<file path="src/hw/rtl/dtms_pkg.sv">
// ============================================================================
// dtms_pkg: shared types and constants for the devicetree memory scanner
// Token codes, parse modes, result kinds and the event record that travels
// from the structure parser to the region clipper.
// ============================================================================
`default_nettype none

package dtms_pkg;

  // Structure block token codes.
  localparam logic [31:0] TOK_BEGIN_NODE = 32'h0000_0001;
  localparam logic [31:0] TOK_END_NODE   = 32'h0000_0002;
  localparam logic [31:0] TOK_PROP       = 32'h0000_0003;
  localparam logic [31:0] TOK_NOP        = 32'h0000_0004;
  localparam logic [31:0] TOK_END        = 32'h0000_0009;

  // First name word "memo" and the "ry" that must follow it.
  localparam logic [31:0] MEM_WORD0   = 32'h6D65_6D6F;
  localparam logic [15:0] MEM_WORD1_HI = 16'h7279;
  localparam logic [7:0]  CHAR_AT     = 8'h40;

  // Result kinds.
  localparam logic [1:0] KIND_REGION   = 2'd0;
  localparam logic [1:0] KIND_DONE     = 2'd1;
  localparam logic [1:0] KIND_NONE     = 2'd2;
  localparam logic [1:0] KIND_BADTOKEN = 2'd3;

  // Parser modes.
  typedef enum logic [2:0] {
    MODE_TOKEN   = 3'd0,
    MODE_NAME    = 3'd1,
    MODE_LEN     = 3'd2,
    MODE_NAMEOFF = 3'd3,
    MODE_SKIP    = 3'd4,
    MODE_PAIR    = 3'd5,
    MODE_HALT    = 3'd6
  } mode_t;

  // One parser event: a finished base/size pair or a status report.
  typedef struct packed {
    logic        is_pair;
    logic [1:0]  kind;
    logic [63:0] base;
    logic [63:0] len;
    logic [63:0] end_addr;
    logic [31:0] count;
  } evt_t;

endpackage

`default_nettype wire

</file>
<file path="src/hw/rtl/dtms_parser.sv">
// ============================================================================
// dtms_parser: structure block token walker
// Registers each accepted word, walks the token framing, tracks node depth and
// the memory node match, assembles base/size pairs and registers one event.
// ============================================================================
`default_nettype none

module dtms_parser #(
  parameter int MAX_DEPTH = 127
) (
  input  wire logic              clk,
  input  wire logic              rst_n,
  input  wire logic              in_valid,
  output logic                   in_stall,
  input  wire logic [31:0]       in_word,
  input  wire logic              in_first,
  input  wire logic [31:0]       struct_size,
  output logic                   ev_valid,
  input  wire logic              ev_ready,
  output dtms_pkg::evt_t         ev
);

  localparam int DEPTH_W = $clog2(MAX_DEPTH + 1);

  // Input register.
  logic        in_v_r;
  logic [31:0] word_r;
  logic        first_r;

  // Event register.
  logic           ev_v_r;
  dtms_pkg::evt_t ev_r;

  // Parse state.
  dtms_pkg::mode_t    mode_r, mode_nxt;
  logic [DEPTH_W-1:0] depth_r, depth_nxt;
  logic               inmem_r, inmem_nxt;
  logic [1:0]         nwi_r, nwi_nxt;
  logic               nsm_r, nsm_nxt;
  logic [31:0]        bc_r, bc_nxt;
  logic [30:0]        pwl_r, pwl_nxt;
  logic [1:0]         pwi_r, pwi_nxt;
  logic [63:0]        pbase_r, pbase_nxt;
  logic [31:0]        plh_r, plh_nxt;
  logic [31:0]        pairs_r, pairs_nxt;

  logic           slot_free;
  logic           consume;
  logic           ev_v_c;
  dtms_pkg::evt_t ev_c;

  // The event slot can take a new event when empty or being drained.
  assign slot_free = !ev_v_r || ev_ready;
  assign consume   = in_v_r && slot_free;
  assign in_stall  = in_v_r && !slot_free;
  assign ev_valid  = ev_v_r;
  assign ev        = ev_r;

  // Next parse state for the word in the input register.
  always_comb begin
    dtms_pkg::mode_t    m;
    logic [DEPTH_W-1:0] d;
    logic               im;
    logic [1:0]         nwi;
    logic               nsm;
    logic [31:0]        bc;
    logic [30:0]        pwl;
    logic [1:0]         pwi;
    logic [63:0]        pb;
    logic [31:0]        plh;
    logic [31:0]        pf;
    logic [63:0]        len64;
    logic               zero_byte;
    logic               payload_done;
    m   = mode_r;
    d   = depth_r;
    im  = inmem_r;
    nwi = nwi_r;
    nsm = nsm_r;
    bc  = bc_r;
    pwl = pwl_r;
    pwi = pwi_r;
    pb  = pbase_r;
    plh = plh_r;
    pf  = pairs_r;
    // A first word clears all parse state before it is read.
    if (first_r) begin
      m   = dtms_pkg::MODE_TOKEN;
      d   = '0;
      im  = 1'b0;
      nwi = '0;
      nsm = 1'b0;
      bc  = '0;
      pwl = '0;
      pwi = '0;
      pb  = '0;
      plh = '0;
      pf  = '0;
    end
    len64        = {plh, word_r};
    zero_byte    = (word_r[31:24] == 8'd0) || (word_r[23:16] == 8'd0) ||
                   (word_r[15:8] == 8'd0) || (word_r[7:0] == 8'd0);
    payload_done = 1'b0;
    ev_v_c           = 1'b0;
    ev_c.is_pair     = 1'b0;
    ev_c.kind        = (pf != 32'd0) ? dtms_pkg::KIND_DONE : dtms_pkg::KIND_NONE;
    ev_c.base        = pb;
    ev_c.len         = len64;
    ev_c.end_addr    = pb + len64;
    ev_c.count       = pf;

    if (m == dtms_pkg::MODE_HALT) begin
      // Halted: words are dropped until the next first word.
    end else if (m == dtms_pkg::MODE_TOKEN && bc >= struct_size) begin
      ev_v_c = 1'b1;
      m      = dtms_pkg::MODE_HALT;
    end else begin
      bc = (bc >= 32'hFFFF_FFFC) ? 32'hFFFF_FFFF : bc + 32'd4;
      unique case (m)
        dtms_pkg::MODE_TOKEN: begin
          if (word_r == dtms_pkg::TOK_BEGIN_NODE) begin
            if (d < DEPTH_W'(MAX_DEPTH)) d = d + DEPTH_W'(1);
            nwi = '0;
            nsm = 1'b1;
            m   = dtms_pkg::MODE_NAME;
          end else if (word_r == dtms_pkg::TOK_END_NODE) begin
            if (d == DEPTH_W'(2)) im = 1'b0;
            if (d != '0) d = d - DEPTH_W'(1);
          end else if (word_r == dtms_pkg::TOK_PROP) begin
            m = dtms_pkg::MODE_LEN;
          end else if (word_r == dtms_pkg::TOK_NOP) begin
            m = dtms_pkg::MODE_TOKEN;
          end else if (word_r == dtms_pkg::TOK_END) begin
            ev_v_c = 1'b1;
            m      = dtms_pkg::MODE_HALT;
          end else begin
            ev_v_c    = 1'b1;
            ev_c.kind = dtms_pkg::KIND_BADTOKEN;
            m         = dtms_pkg::MODE_HALT;
          end
        end
        dtms_pkg::MODE_NAME: begin
          // Match "memory" followed by a terminator or an at sign.
          if (nwi == 2'd0) begin
            if (word_r != dtms_pkg::MEM_WORD0) nsm = 1'b0;
          end else if (nwi == 2'd1) begin
            if (word_r[31:16] != dtms_pkg::MEM_WORD1_HI ||
                (word_r[15:8] != 8'd0 && word_r[15:8] != dtms_pkg::CHAR_AT)) begin
              nsm = 1'b0;
            end
          end
          if (nwi != 2'd2) nwi = nwi + 2'd1;
          if (zero_byte) begin
            if (d == DEPTH_W'(2)) im = nsm;
            m = dtms_pkg::MODE_TOKEN;
          end
        end
        dtms_pkg::MODE_LEN: begin
          plh = word_r;
          pwl = {1'b0, word_r[31:2]} + {30'd0, |word_r[1:0]};
          m   = dtms_pkg::MODE_NAMEOFF;
        end
        dtms_pkg::MODE_NAMEOFF: begin
          if (pwl == '0) begin
            m = dtms_pkg::MODE_TOKEN;
          end else if (im && plh[31:4] != 28'd0 && plh[3:0] == 4'd0) begin
            pwi = '0;
            m   = dtms_pkg::MODE_PAIR;
          end else begin
            m = dtms_pkg::MODE_SKIP;
          end
        end
        dtms_pkg::MODE_SKIP: begin
          payload_done = 1'b1;
        end
        dtms_pkg::MODE_PAIR: begin
          case (pwi)
            2'd0: pb  = {word_r, 32'd0};
            2'd1: pb  = {pb[63:32], word_r};
            2'd2: plh = word_r;
            default: begin
              if (pf != 32'hFFFF_FFFF) pf = pf + 32'd1;
              ev_v_c       = 1'b1;
              ev_c.is_pair = 1'b1;
              ev_c.kind    = dtms_pkg::KIND_REGION;
              ev_c.count   = pf;
            end
          endcase
          pwi          = pwi + 2'd1;
          payload_done = 1'b1;
        end
        default: begin
          m = dtms_pkg::MODE_HALT;
        end
      endcase
      // One payload word has been used up.
      if (payload_done) begin
        if (pwl != '0) pwl = pwl - 31'd1;
        if (pwl == '0) m = dtms_pkg::MODE_TOKEN;
      end
    end

    mode_nxt  = m;
    depth_nxt = d;
    inmem_nxt = im;
    nwi_nxt   = nwi;
    nsm_nxt   = nsm;
    bc_nxt    = bc;
    pwl_nxt   = pwl;
    pwi_nxt   = pwi;
    pbase_nxt = pb;
    plh_nxt   = plh;
    pairs_nxt = pf;
  end

  // Input register and its valid flag.
  always_ff @(posedge clk) begin
    if (!rst_n) begin
      in_v_r <= 1'b0;
    end else if (in_valid && !in_stall) begin
      in_v_r <= 1'b1;
    end else if (consume) begin
      in_v_r <= 1'b0;
    end
    if (in_valid && !in_stall) begin
      word_r  <= in_word;
      first_r <= in_first;
    end
  end

  // Parse state advances once per consumed word.
  always_ff @(posedge clk) begin
    if (!rst_n) begin
      mode_r  <= dtms_pkg::MODE_TOKEN;
      depth_r <= '0;
      inmem_r <= 1'b0;
      nwi_r   <= '0;
      nsm_r   <= 1'b0;
      bc_r    <= '0;
      pwl_r   <= '0;
      pwi_r   <= '0;
      pbase_r <= '0;
      plh_r   <= '0;
      pairs_r <= '0;
    end else if (consume) begin
      mode_r  <= mode_nxt;
      depth_r <= depth_nxt;
      inmem_r <= inmem_nxt;
      nwi_r   <= nwi_nxt;
      nsm_r   <= nsm_nxt;
      bc_r    <= bc_nxt;
      pwl_r   <= pwl_nxt;
      pwi_r   <= pwi_nxt;
      pbase_r <= pbase_nxt;
      plh_r   <= plh_nxt;
      pairs_r <= pairs_nxt;
    end
  end

  // Event register.
  always_ff @(posedge clk) begin
    if (!rst_n) begin
      ev_v_r <= 1'b0;
    end else if (slot_free) begin
      ev_v_r <= consume && ev_v_c;
    end
    if (slot_free) begin
      ev_r <= ev_c;
    end
  end

  // Depth stays within its configured bound.
  a_depth_bound: assert property (@(posedge clk) disable iff (!rst_n)
    depth_r <= DEPTH_W'(MAX_DEPTH))
    else $error("node depth above its bound");

  // Pairs always end on a whole pair, so the word index is zero outside them.
  a_pair_index: assert property (@(posedge clk) disable iff (!rst_n)
    mode_r != dtms_pkg::MODE_PAIR |-> pwi_r == 2'd0)
    else $error("pair word index left nonzero");

  // The memory node flag can only be set at depth two or below it.
  a_inmem_depth: assert property (@(posedge clk) disable iff (!rst_n)
    inmem_r |-> depth_r >= DEPTH_W'(2))
    else $error("memory node flag set above depth two");

  // A waiting event holds until the clipper takes it.
  a_ev_hold: assert property (@(posedge clk) disable iff (!rst_n)
    ev_v_r && !ev_ready |=> ev_v_r && $stable(ev_r))
    else $error("pending event lost or changed");

endmodule

`default_nettype wire

</file>
<file path="src/hw/rtl/dtms_clip.sv">
// ============================================================================
// dtms_clip: region clipper and result register
// Clips each base/size pair against the kernel end address, drops pairs that
// lie wholly below it, and holds one result for the output channel.
// ============================================================================
`default_nettype none

module dtms_clip (
  input  wire logic           clk,
  input  wire logic           rst_n,
  input  wire logic [63:0]    kern_top,
  input  wire logic           ev_valid,
  output logic                ev_ready,
  input  wire dtms_pkg::evt_t ev,
  output logic                out_valid,
  input  wire logic           out_stall,
  output logic [1:0]          out_kind,
  output logic [63:0]         out_mem_base,
  output logic [63:0]         out_mem_len,
  output logic [31:0]         out_region_count
);

  logic        out_v_r;
  logic [1:0]  kind_r;
  logic [63:0] base_r;
  logic [63:0] len_r;
  logic [31:0] count_r;

  logic        slot_free;
  logic        keep;
  logic [63:0] base_c;
  logic [63:0] len_c;

  assign slot_free = !out_v_r || !out_stall;
  assign ev_ready  = slot_free;

  // Pass a pair whole, trim it to start at the kernel end, or drop it.
  always_comb begin
    keep   = 1'b1;
    base_c = 64'd0;
    len_c  = 64'd0;
    if (ev.is_pair) begin
      if (kern_top <= ev.base) begin
        base_c = ev.base;
        len_c  = ev.len;
      end else if (kern_top < ev.end_addr) begin
        base_c = kern_top;
        len_c  = ev.end_addr - kern_top;
      end else begin
        keep = 1'b0;
      end
    end
  end

  // Result register.
  always_ff @(posedge clk) begin
    if (!rst_n) begin
      out_v_r <= 1'b0;
    end else if (slot_free) begin
      out_v_r <= ev_valid && keep;
    end
    if (slot_free) begin
      kind_r  <= ev.kind;
      base_r  <= base_c;
      len_r   <= len_c;
      count_r <= ev.count;
    end
  end

  assign out_valid        = out_v_r;
  assign out_kind         = kind_r;
  assign out_mem_base     = base_r;
  assign out_mem_len      = len_r;
  assign out_region_count = count_r;

endmodule

`default_nettype wire

</file>
<file path="src/hw/rtl/devicetree_memory_region_scanner_core.sv">
// ============================================================================
// devicetree_memory_region_scanner_core: devicetree memory region scanner
// Walks a flattened devicetree structure block and reports usable memory
// regions above the kernel image, then a done or error status.
// ============================================================================
// The block takes one structure word per clock cycle while out_stall does
// not back up the event and result registers, and each word passes three
// registers (input, parser event, result) on its way to the result port, in
// that order. The rate is set by the token walker, which updates its parse
// state once per word; the one 64-bit end-address add sits in the walker
// stage and the clip compares and subtract in the stage after it. Only the
// last word of a base/size pair that is not wholly below the kernel, the END
// token, the size limit or an unknown token produce a result. Registers sit
// on an APB-style port: the 64-bit kernel top address at address 0 and
// struct_size at address 8, decoded on address bit 3. Write them only while
// the block is idle. There is no clearing pass after reset; a word with first
// set restarts the walk.
`default_nettype none

module devicetree_memory_region_scanner_core #(
  parameter int MAX_DEPTH = 127
) (
  input  wire logic        clk,
  input  wire logic        rst_n,
  // Input channel.
  input  wire logic        in_valid,
  output logic             in_stall,
  input  wire logic [31:0] in_word,
  input  wire logic        in_first,
  // Result channel.
  output logic             out_valid,
  input  wire logic        out_stall,
  output logic [1:0]       out_kind,
  output logic [63:0]      out_mem_base,
  output logic [63:0]      out_mem_len,
  output logic [31:0]      out_region_count,
  // Configuration port.
  input  wire logic        psel,
  input  wire logic        penable,
  input  wire logic        pwrite,
  input  wire logic [3:0]  paddr,
  input  wire logic [63:0] pwdata,
  output logic [63:0]      prdata,
  output logic             pready
);

  logic [63:0] kern_top_r;
  logic [31:0] struct_size_r;
  logic        wr_en;

  logic           ev_valid;
  logic           ev_ready;
  dtms_pkg::evt_t ev;

  assign pready = 1'b1;
  assign wr_en  = psel && penable && pwrite && pready;

  // Configuration registers.
  always_ff @(posedge clk) begin
    if (!rst_n) begin
      kern_top_r    <= '0;
      struct_size_r <= '0;
    end else if (wr_en) begin
      if (paddr[3]) begin
        struct_size_r <= pwdata[31:0];
      end else begin
        kern_top_r <= pwdata;
      end
    end
  end

  // Register readback.
  assign prdata = paddr[3] ? {32'd0, struct_size_r} : kern_top_r;

  dtms_parser #(
    .MAX_DEPTH (MAX_DEPTH)
  ) u_parser (
    .clk         (clk),
    .rst_n       (rst_n),
    .in_valid    (in_valid),
    .in_stall    (in_stall),
    .in_word     (in_word),
    .in_first    (in_first),
    .struct_size (struct_size_r),
    .ev_valid    (ev_valid),
    .ev_ready    (ev_ready),
    .ev          (ev)
  );

  dtms_clip u_clip (
    .clk              (clk),
    .rst_n            (rst_n),
    .kern_top         (kern_top_r),
    .ev_valid         (ev_valid),
    .ev_ready         (ev_ready),
    .ev               (ev),
    .out_valid        (out_valid),
    .out_stall        (out_stall),
    .out_kind         (out_kind),
    .out_mem_base     (out_mem_base),
    .out_mem_len      (out_mem_len),
    .out_region_count (out_region_count)
  );

endmodule

`default_nettype wire

</file>
<file path="config.mk">
export PLATFORM = sky130hd
export DESIGN_NAME = devicetree_memory_region_scanner_core
export DESIGN_NICKNAME = d
export VERILOG_FILES = /design/src/hw/rtl/dtms_pkg.sv /design/src/hw/rtl/dtms_parser.sv /design/src/hw/rtl/dtms_clip.sv /design/src/hw/rtl/devicetree_memory_region_scanner_core.sv
export SDC_FILE = /design/constraint.sdc
export NUM_CORES = 2
export LEC_CHECK = 0
export ABC_AREA = 1
export BUFFER_PORTS_ARGS = -buffer_cell sky130_fd_sc_hd__buf_4
export CAP_MARGIN = 20
export CORE_MARGIN = 2
export CORE_UTILIZATION = 50
export DETAILED_ROUTE_END_ITERATION = 16
export HOLD_SLACK_MARGIN = 0.12
export PLACE_DENSITY_LB_ADDON = 0.1
export REMOVE_ABC_BUFFERS = 1
export SLEW_MARGIN = 5
export SYNTH_ARGS = -nofsm -noshare
export SYNTH_HDL_FRONTEND = slang
export SYNTH_SLANG_ARGS = --single-unit
</file>
<file path="constraint.sdc">
create_clock -name clk -period 12.9 [get_ports clk]
set_input_delay 2.58 -clock clk [delete_from_list [all_inputs] [get_ports clk]]
set_output_delay 2.58 -clock clk [all_outputs]
set_load 0.005 [all_outputs]
</file>
==> results.md <==
* Run status: completed
* DIE HEIGHT at 308 um
* Top-count cell post-synth: nand2_1
* Ys flop type: edfxtp_1
* Die area at 94600 um2
* Fillers at 8796
* Slew Viols, Final at 0
* Critical path endpoint category: output pin
* Initial antenna violation count at 10
* Detailed-route wire length at 168000 um
* Final Skew at 0.0237 ns
* Leakage Power at 23.0 nW
* Setup TNS at 0 ns
* Hold crit path type: reg -> reg
* Cell Area, Synth at 46100 um2
* Drt pass-1 iters at 6
* IO Pins at 337
* Setup WS pre-CTS at 6.19 ns
* H-tree depth at 3
* Final cell utilization of the core at 0.573
* Clock sink total at 728
* Synth cell count leaders: 1188 x nand2_1, 899 x inv_1, 675 x a21oi_1
* Synth-to-Final Area Change at 13.9%
* Avg Cell Area, Syn at 7.41 um2
* Power per Cell Area at 124 nW/um2
* Largest area contributor in the netlist: edfxtp_1
* Area of the core at 91500 um2
* Routed WL per cell at 21.8 um
* Clock transition at path regs at 0.06 ns
* IO buf count at 332
* GRT Total Usage at 0.346
* VDD IR-drop max at 115 uV
* Netlist cell types at 58
* Post-route cell area at 52500 um2
* Initial DRC Count at 4622
* Slew HR at 0.298
* Crit path cell chain: buf_4 > buf_4 > o21ai_0 > buf_4
* Row count at 111
* Slowest cell delay on critical path at 0.56 ns
* Hold Violations, Final at 0
* Largest net degree at the start of global routing at 149
* Yosys warns at 0
* Share of the synthesized area in the top cell type at 0.275
* Die Wd at 308 um
* Crit path arrival time at 4.09 ns
* CP max stage cell: buf_4
* RSZ-0062 raised after global routing: false
* Placed cell areas at 49500 um2
* CTS Buf Count at 84
* Nets at 6794
* CTS root buf: clkbuf_16
* Latest clock arrival within the worst-skew pair at 0.67 ns
* Post-synth ARST share at 0
* Final WS setup at 6.23 ns
* Max Cap Viol at 0
* Post-synth EDFFs at 422
* Gpl congestion at 1.01
* First-pass GRT wire length at 247000 um
* CP required at 10.32 ns
* Vias in the first global route at 40300
* Routed Antenna Nets at 0
* Achievable clock frequency at 0.150 GHz
* CTS Hold Bufs at 0
* Setup Fix Bufs, Post-CTS at 0
* Vias per std cell at 5.70
* CP Launch Type: primary input
* Pin slew with the least headroom to its limit at 1.04 ns
* Design Power at 6.52 mW
* Share of post-route cells with drive strength above 1 at 0.101
* CTS max path bufs at 3
* Crit-path max FO at 53
* Post-synthesis sequential area ratio at 0.408
* Post-DP HPWL at 127000 um
* Drt drc at 0
* Final min period at 6.67 ns
* Final setup viols at 0
* Critical path class: in -> out
* Yosys reg bits at 728
* Fin crit share at 0.517
* TritonCTS clock tree: done
* PostCTS Resize Cnt at 0
* Crit-path most repeated cell: buf_4
* Overflow after GRT at 0
* Via count at 43900
* Initial Utilization at 0.503
* Cells after Synth at 6218
* Synth area leaders: edfxtp_1 28%, dfxtp_1 13%, nand2_1 9.7%, a21oi_1 7.3%, inv_1 7.3%
[critical path, delay by kind of cell]
family | cells | cell delay, ns
AO/OA/AOI/OAI | 1 | 0.26
buffers and inverters | 3 | 1.16
[cell type report]
class / count / area [um2] / share of cell area
Antenna cell: 1 / 2.50 / 0.0000477
Clock buffer: 108 / 2390 / 0.0455
Clock inverter: 49 / 527 / 0.0100
Inverter: 916 / 3450 / 0.0658
Multi-Input combinational cell: 4317 / 22800 / 0.434
Sequential cell: 728 / 18800 / 0.358
Tap cell: 1186 / 1480 / 0.0283
Timing Repair Buffer: 397 / 3040 / 0.0579
[metal layers]
metal,up-vias,part of all wire,GRT usage
li1,21300,-,-
met1,20500,0.41,0.455
met4,4,0.057,0.177
met2,1761,0.46,0.564
met3,337,0.072,0.0419
met5,-,0.00019,0
[flip-flops by register name (all words and copies together) (netlist names), 31 cells and up]
signal / cells
kern_top_r: 64
u_clip.out_mem_len: 64
u_parser.ev: 227
u_parser.pwl_r: 31
u_clip.out_mem_base: 64
u_parser.pbase_r: 64
u_parser.word_r: 32
u_parser.pairs_r: 32
u_clip.out_region_count: 32
struct_size_r: 32
u_parser.plh_r: 32
u_parser.bc_r: 32
[layout by cell type, fill, tap and decap left out, types with 37 or more instances in the layout]
cell type  synthesis  layout
xnor2_1           55      55
nor2_1           645     639
o211ai_1          72      72
ha_1             240     240
inv_1            899     896
nor4_1            37      37
o21ai_0          544     544
nand3_1          335     334
dfxtp_1          306     306
buf_4              8     393
edfxtp_1         422     422
clkbuf_16          0      88
xor2_1           102     102
a31oi_1           59      59
nand4_1           77      77
a21oi_1          675     675
nor3_1            59      58
nand2_1         1188    1184
[path summary, 6_finish.rpt]
kind / startpoint / to / slack [ns] / depth (start not counted)
setup / recovery: paddr[3] / prdata[23] / 6.23 / 4
hold / removal: u_parser.ev[13] / u_clip.out_region_count[13] / 0.41 / 0
setup reg to reg: u_parser.first_r / u_parser.mode_r[0] / 7.12 / 20
hold reg to reg: u_parser.ev[13] / u_clip.out_region_count[13] / 0.41 / 0
[stage by stage]
stage / hold WS, ns / cells
floorplan: 0.400 / 5961
global placement: 0.403 / 7542
detailed placement: 0.405 / 7542
CTS: 0.412 / 7699
global route: 0.423 / 7701
finish: 0.406 / 7702
[logic make-up after synthesis]
kind of cell | share of synthesized area
and+or+nand+nor | 0.224
adders and majority gates | 0.0661
DFF | 0.408
other | 0.0000814
buffers and inverters | 0.0989
xor gates and xnor gates | 0.0299
AOI/OAI and AO/OA | 0.173
[report_power, final]
| group | leakage, nW | total, mW | internal, mW | switching [mW] |
|---|---|---|---|---|
| Sequential | 7.42 | 2.63 | 2.56 | 0.0710 |
| Clock | 1.43 | 2.52 | 1.49 | 1.03 |
| Combinational | 14.1 | 1.37 | 0.409 | 0.962 |
| Total | 23.0 | 6.52 | 4.46 | 2.06 |
No activity file was read; power rests on OpenSTA's default activity.
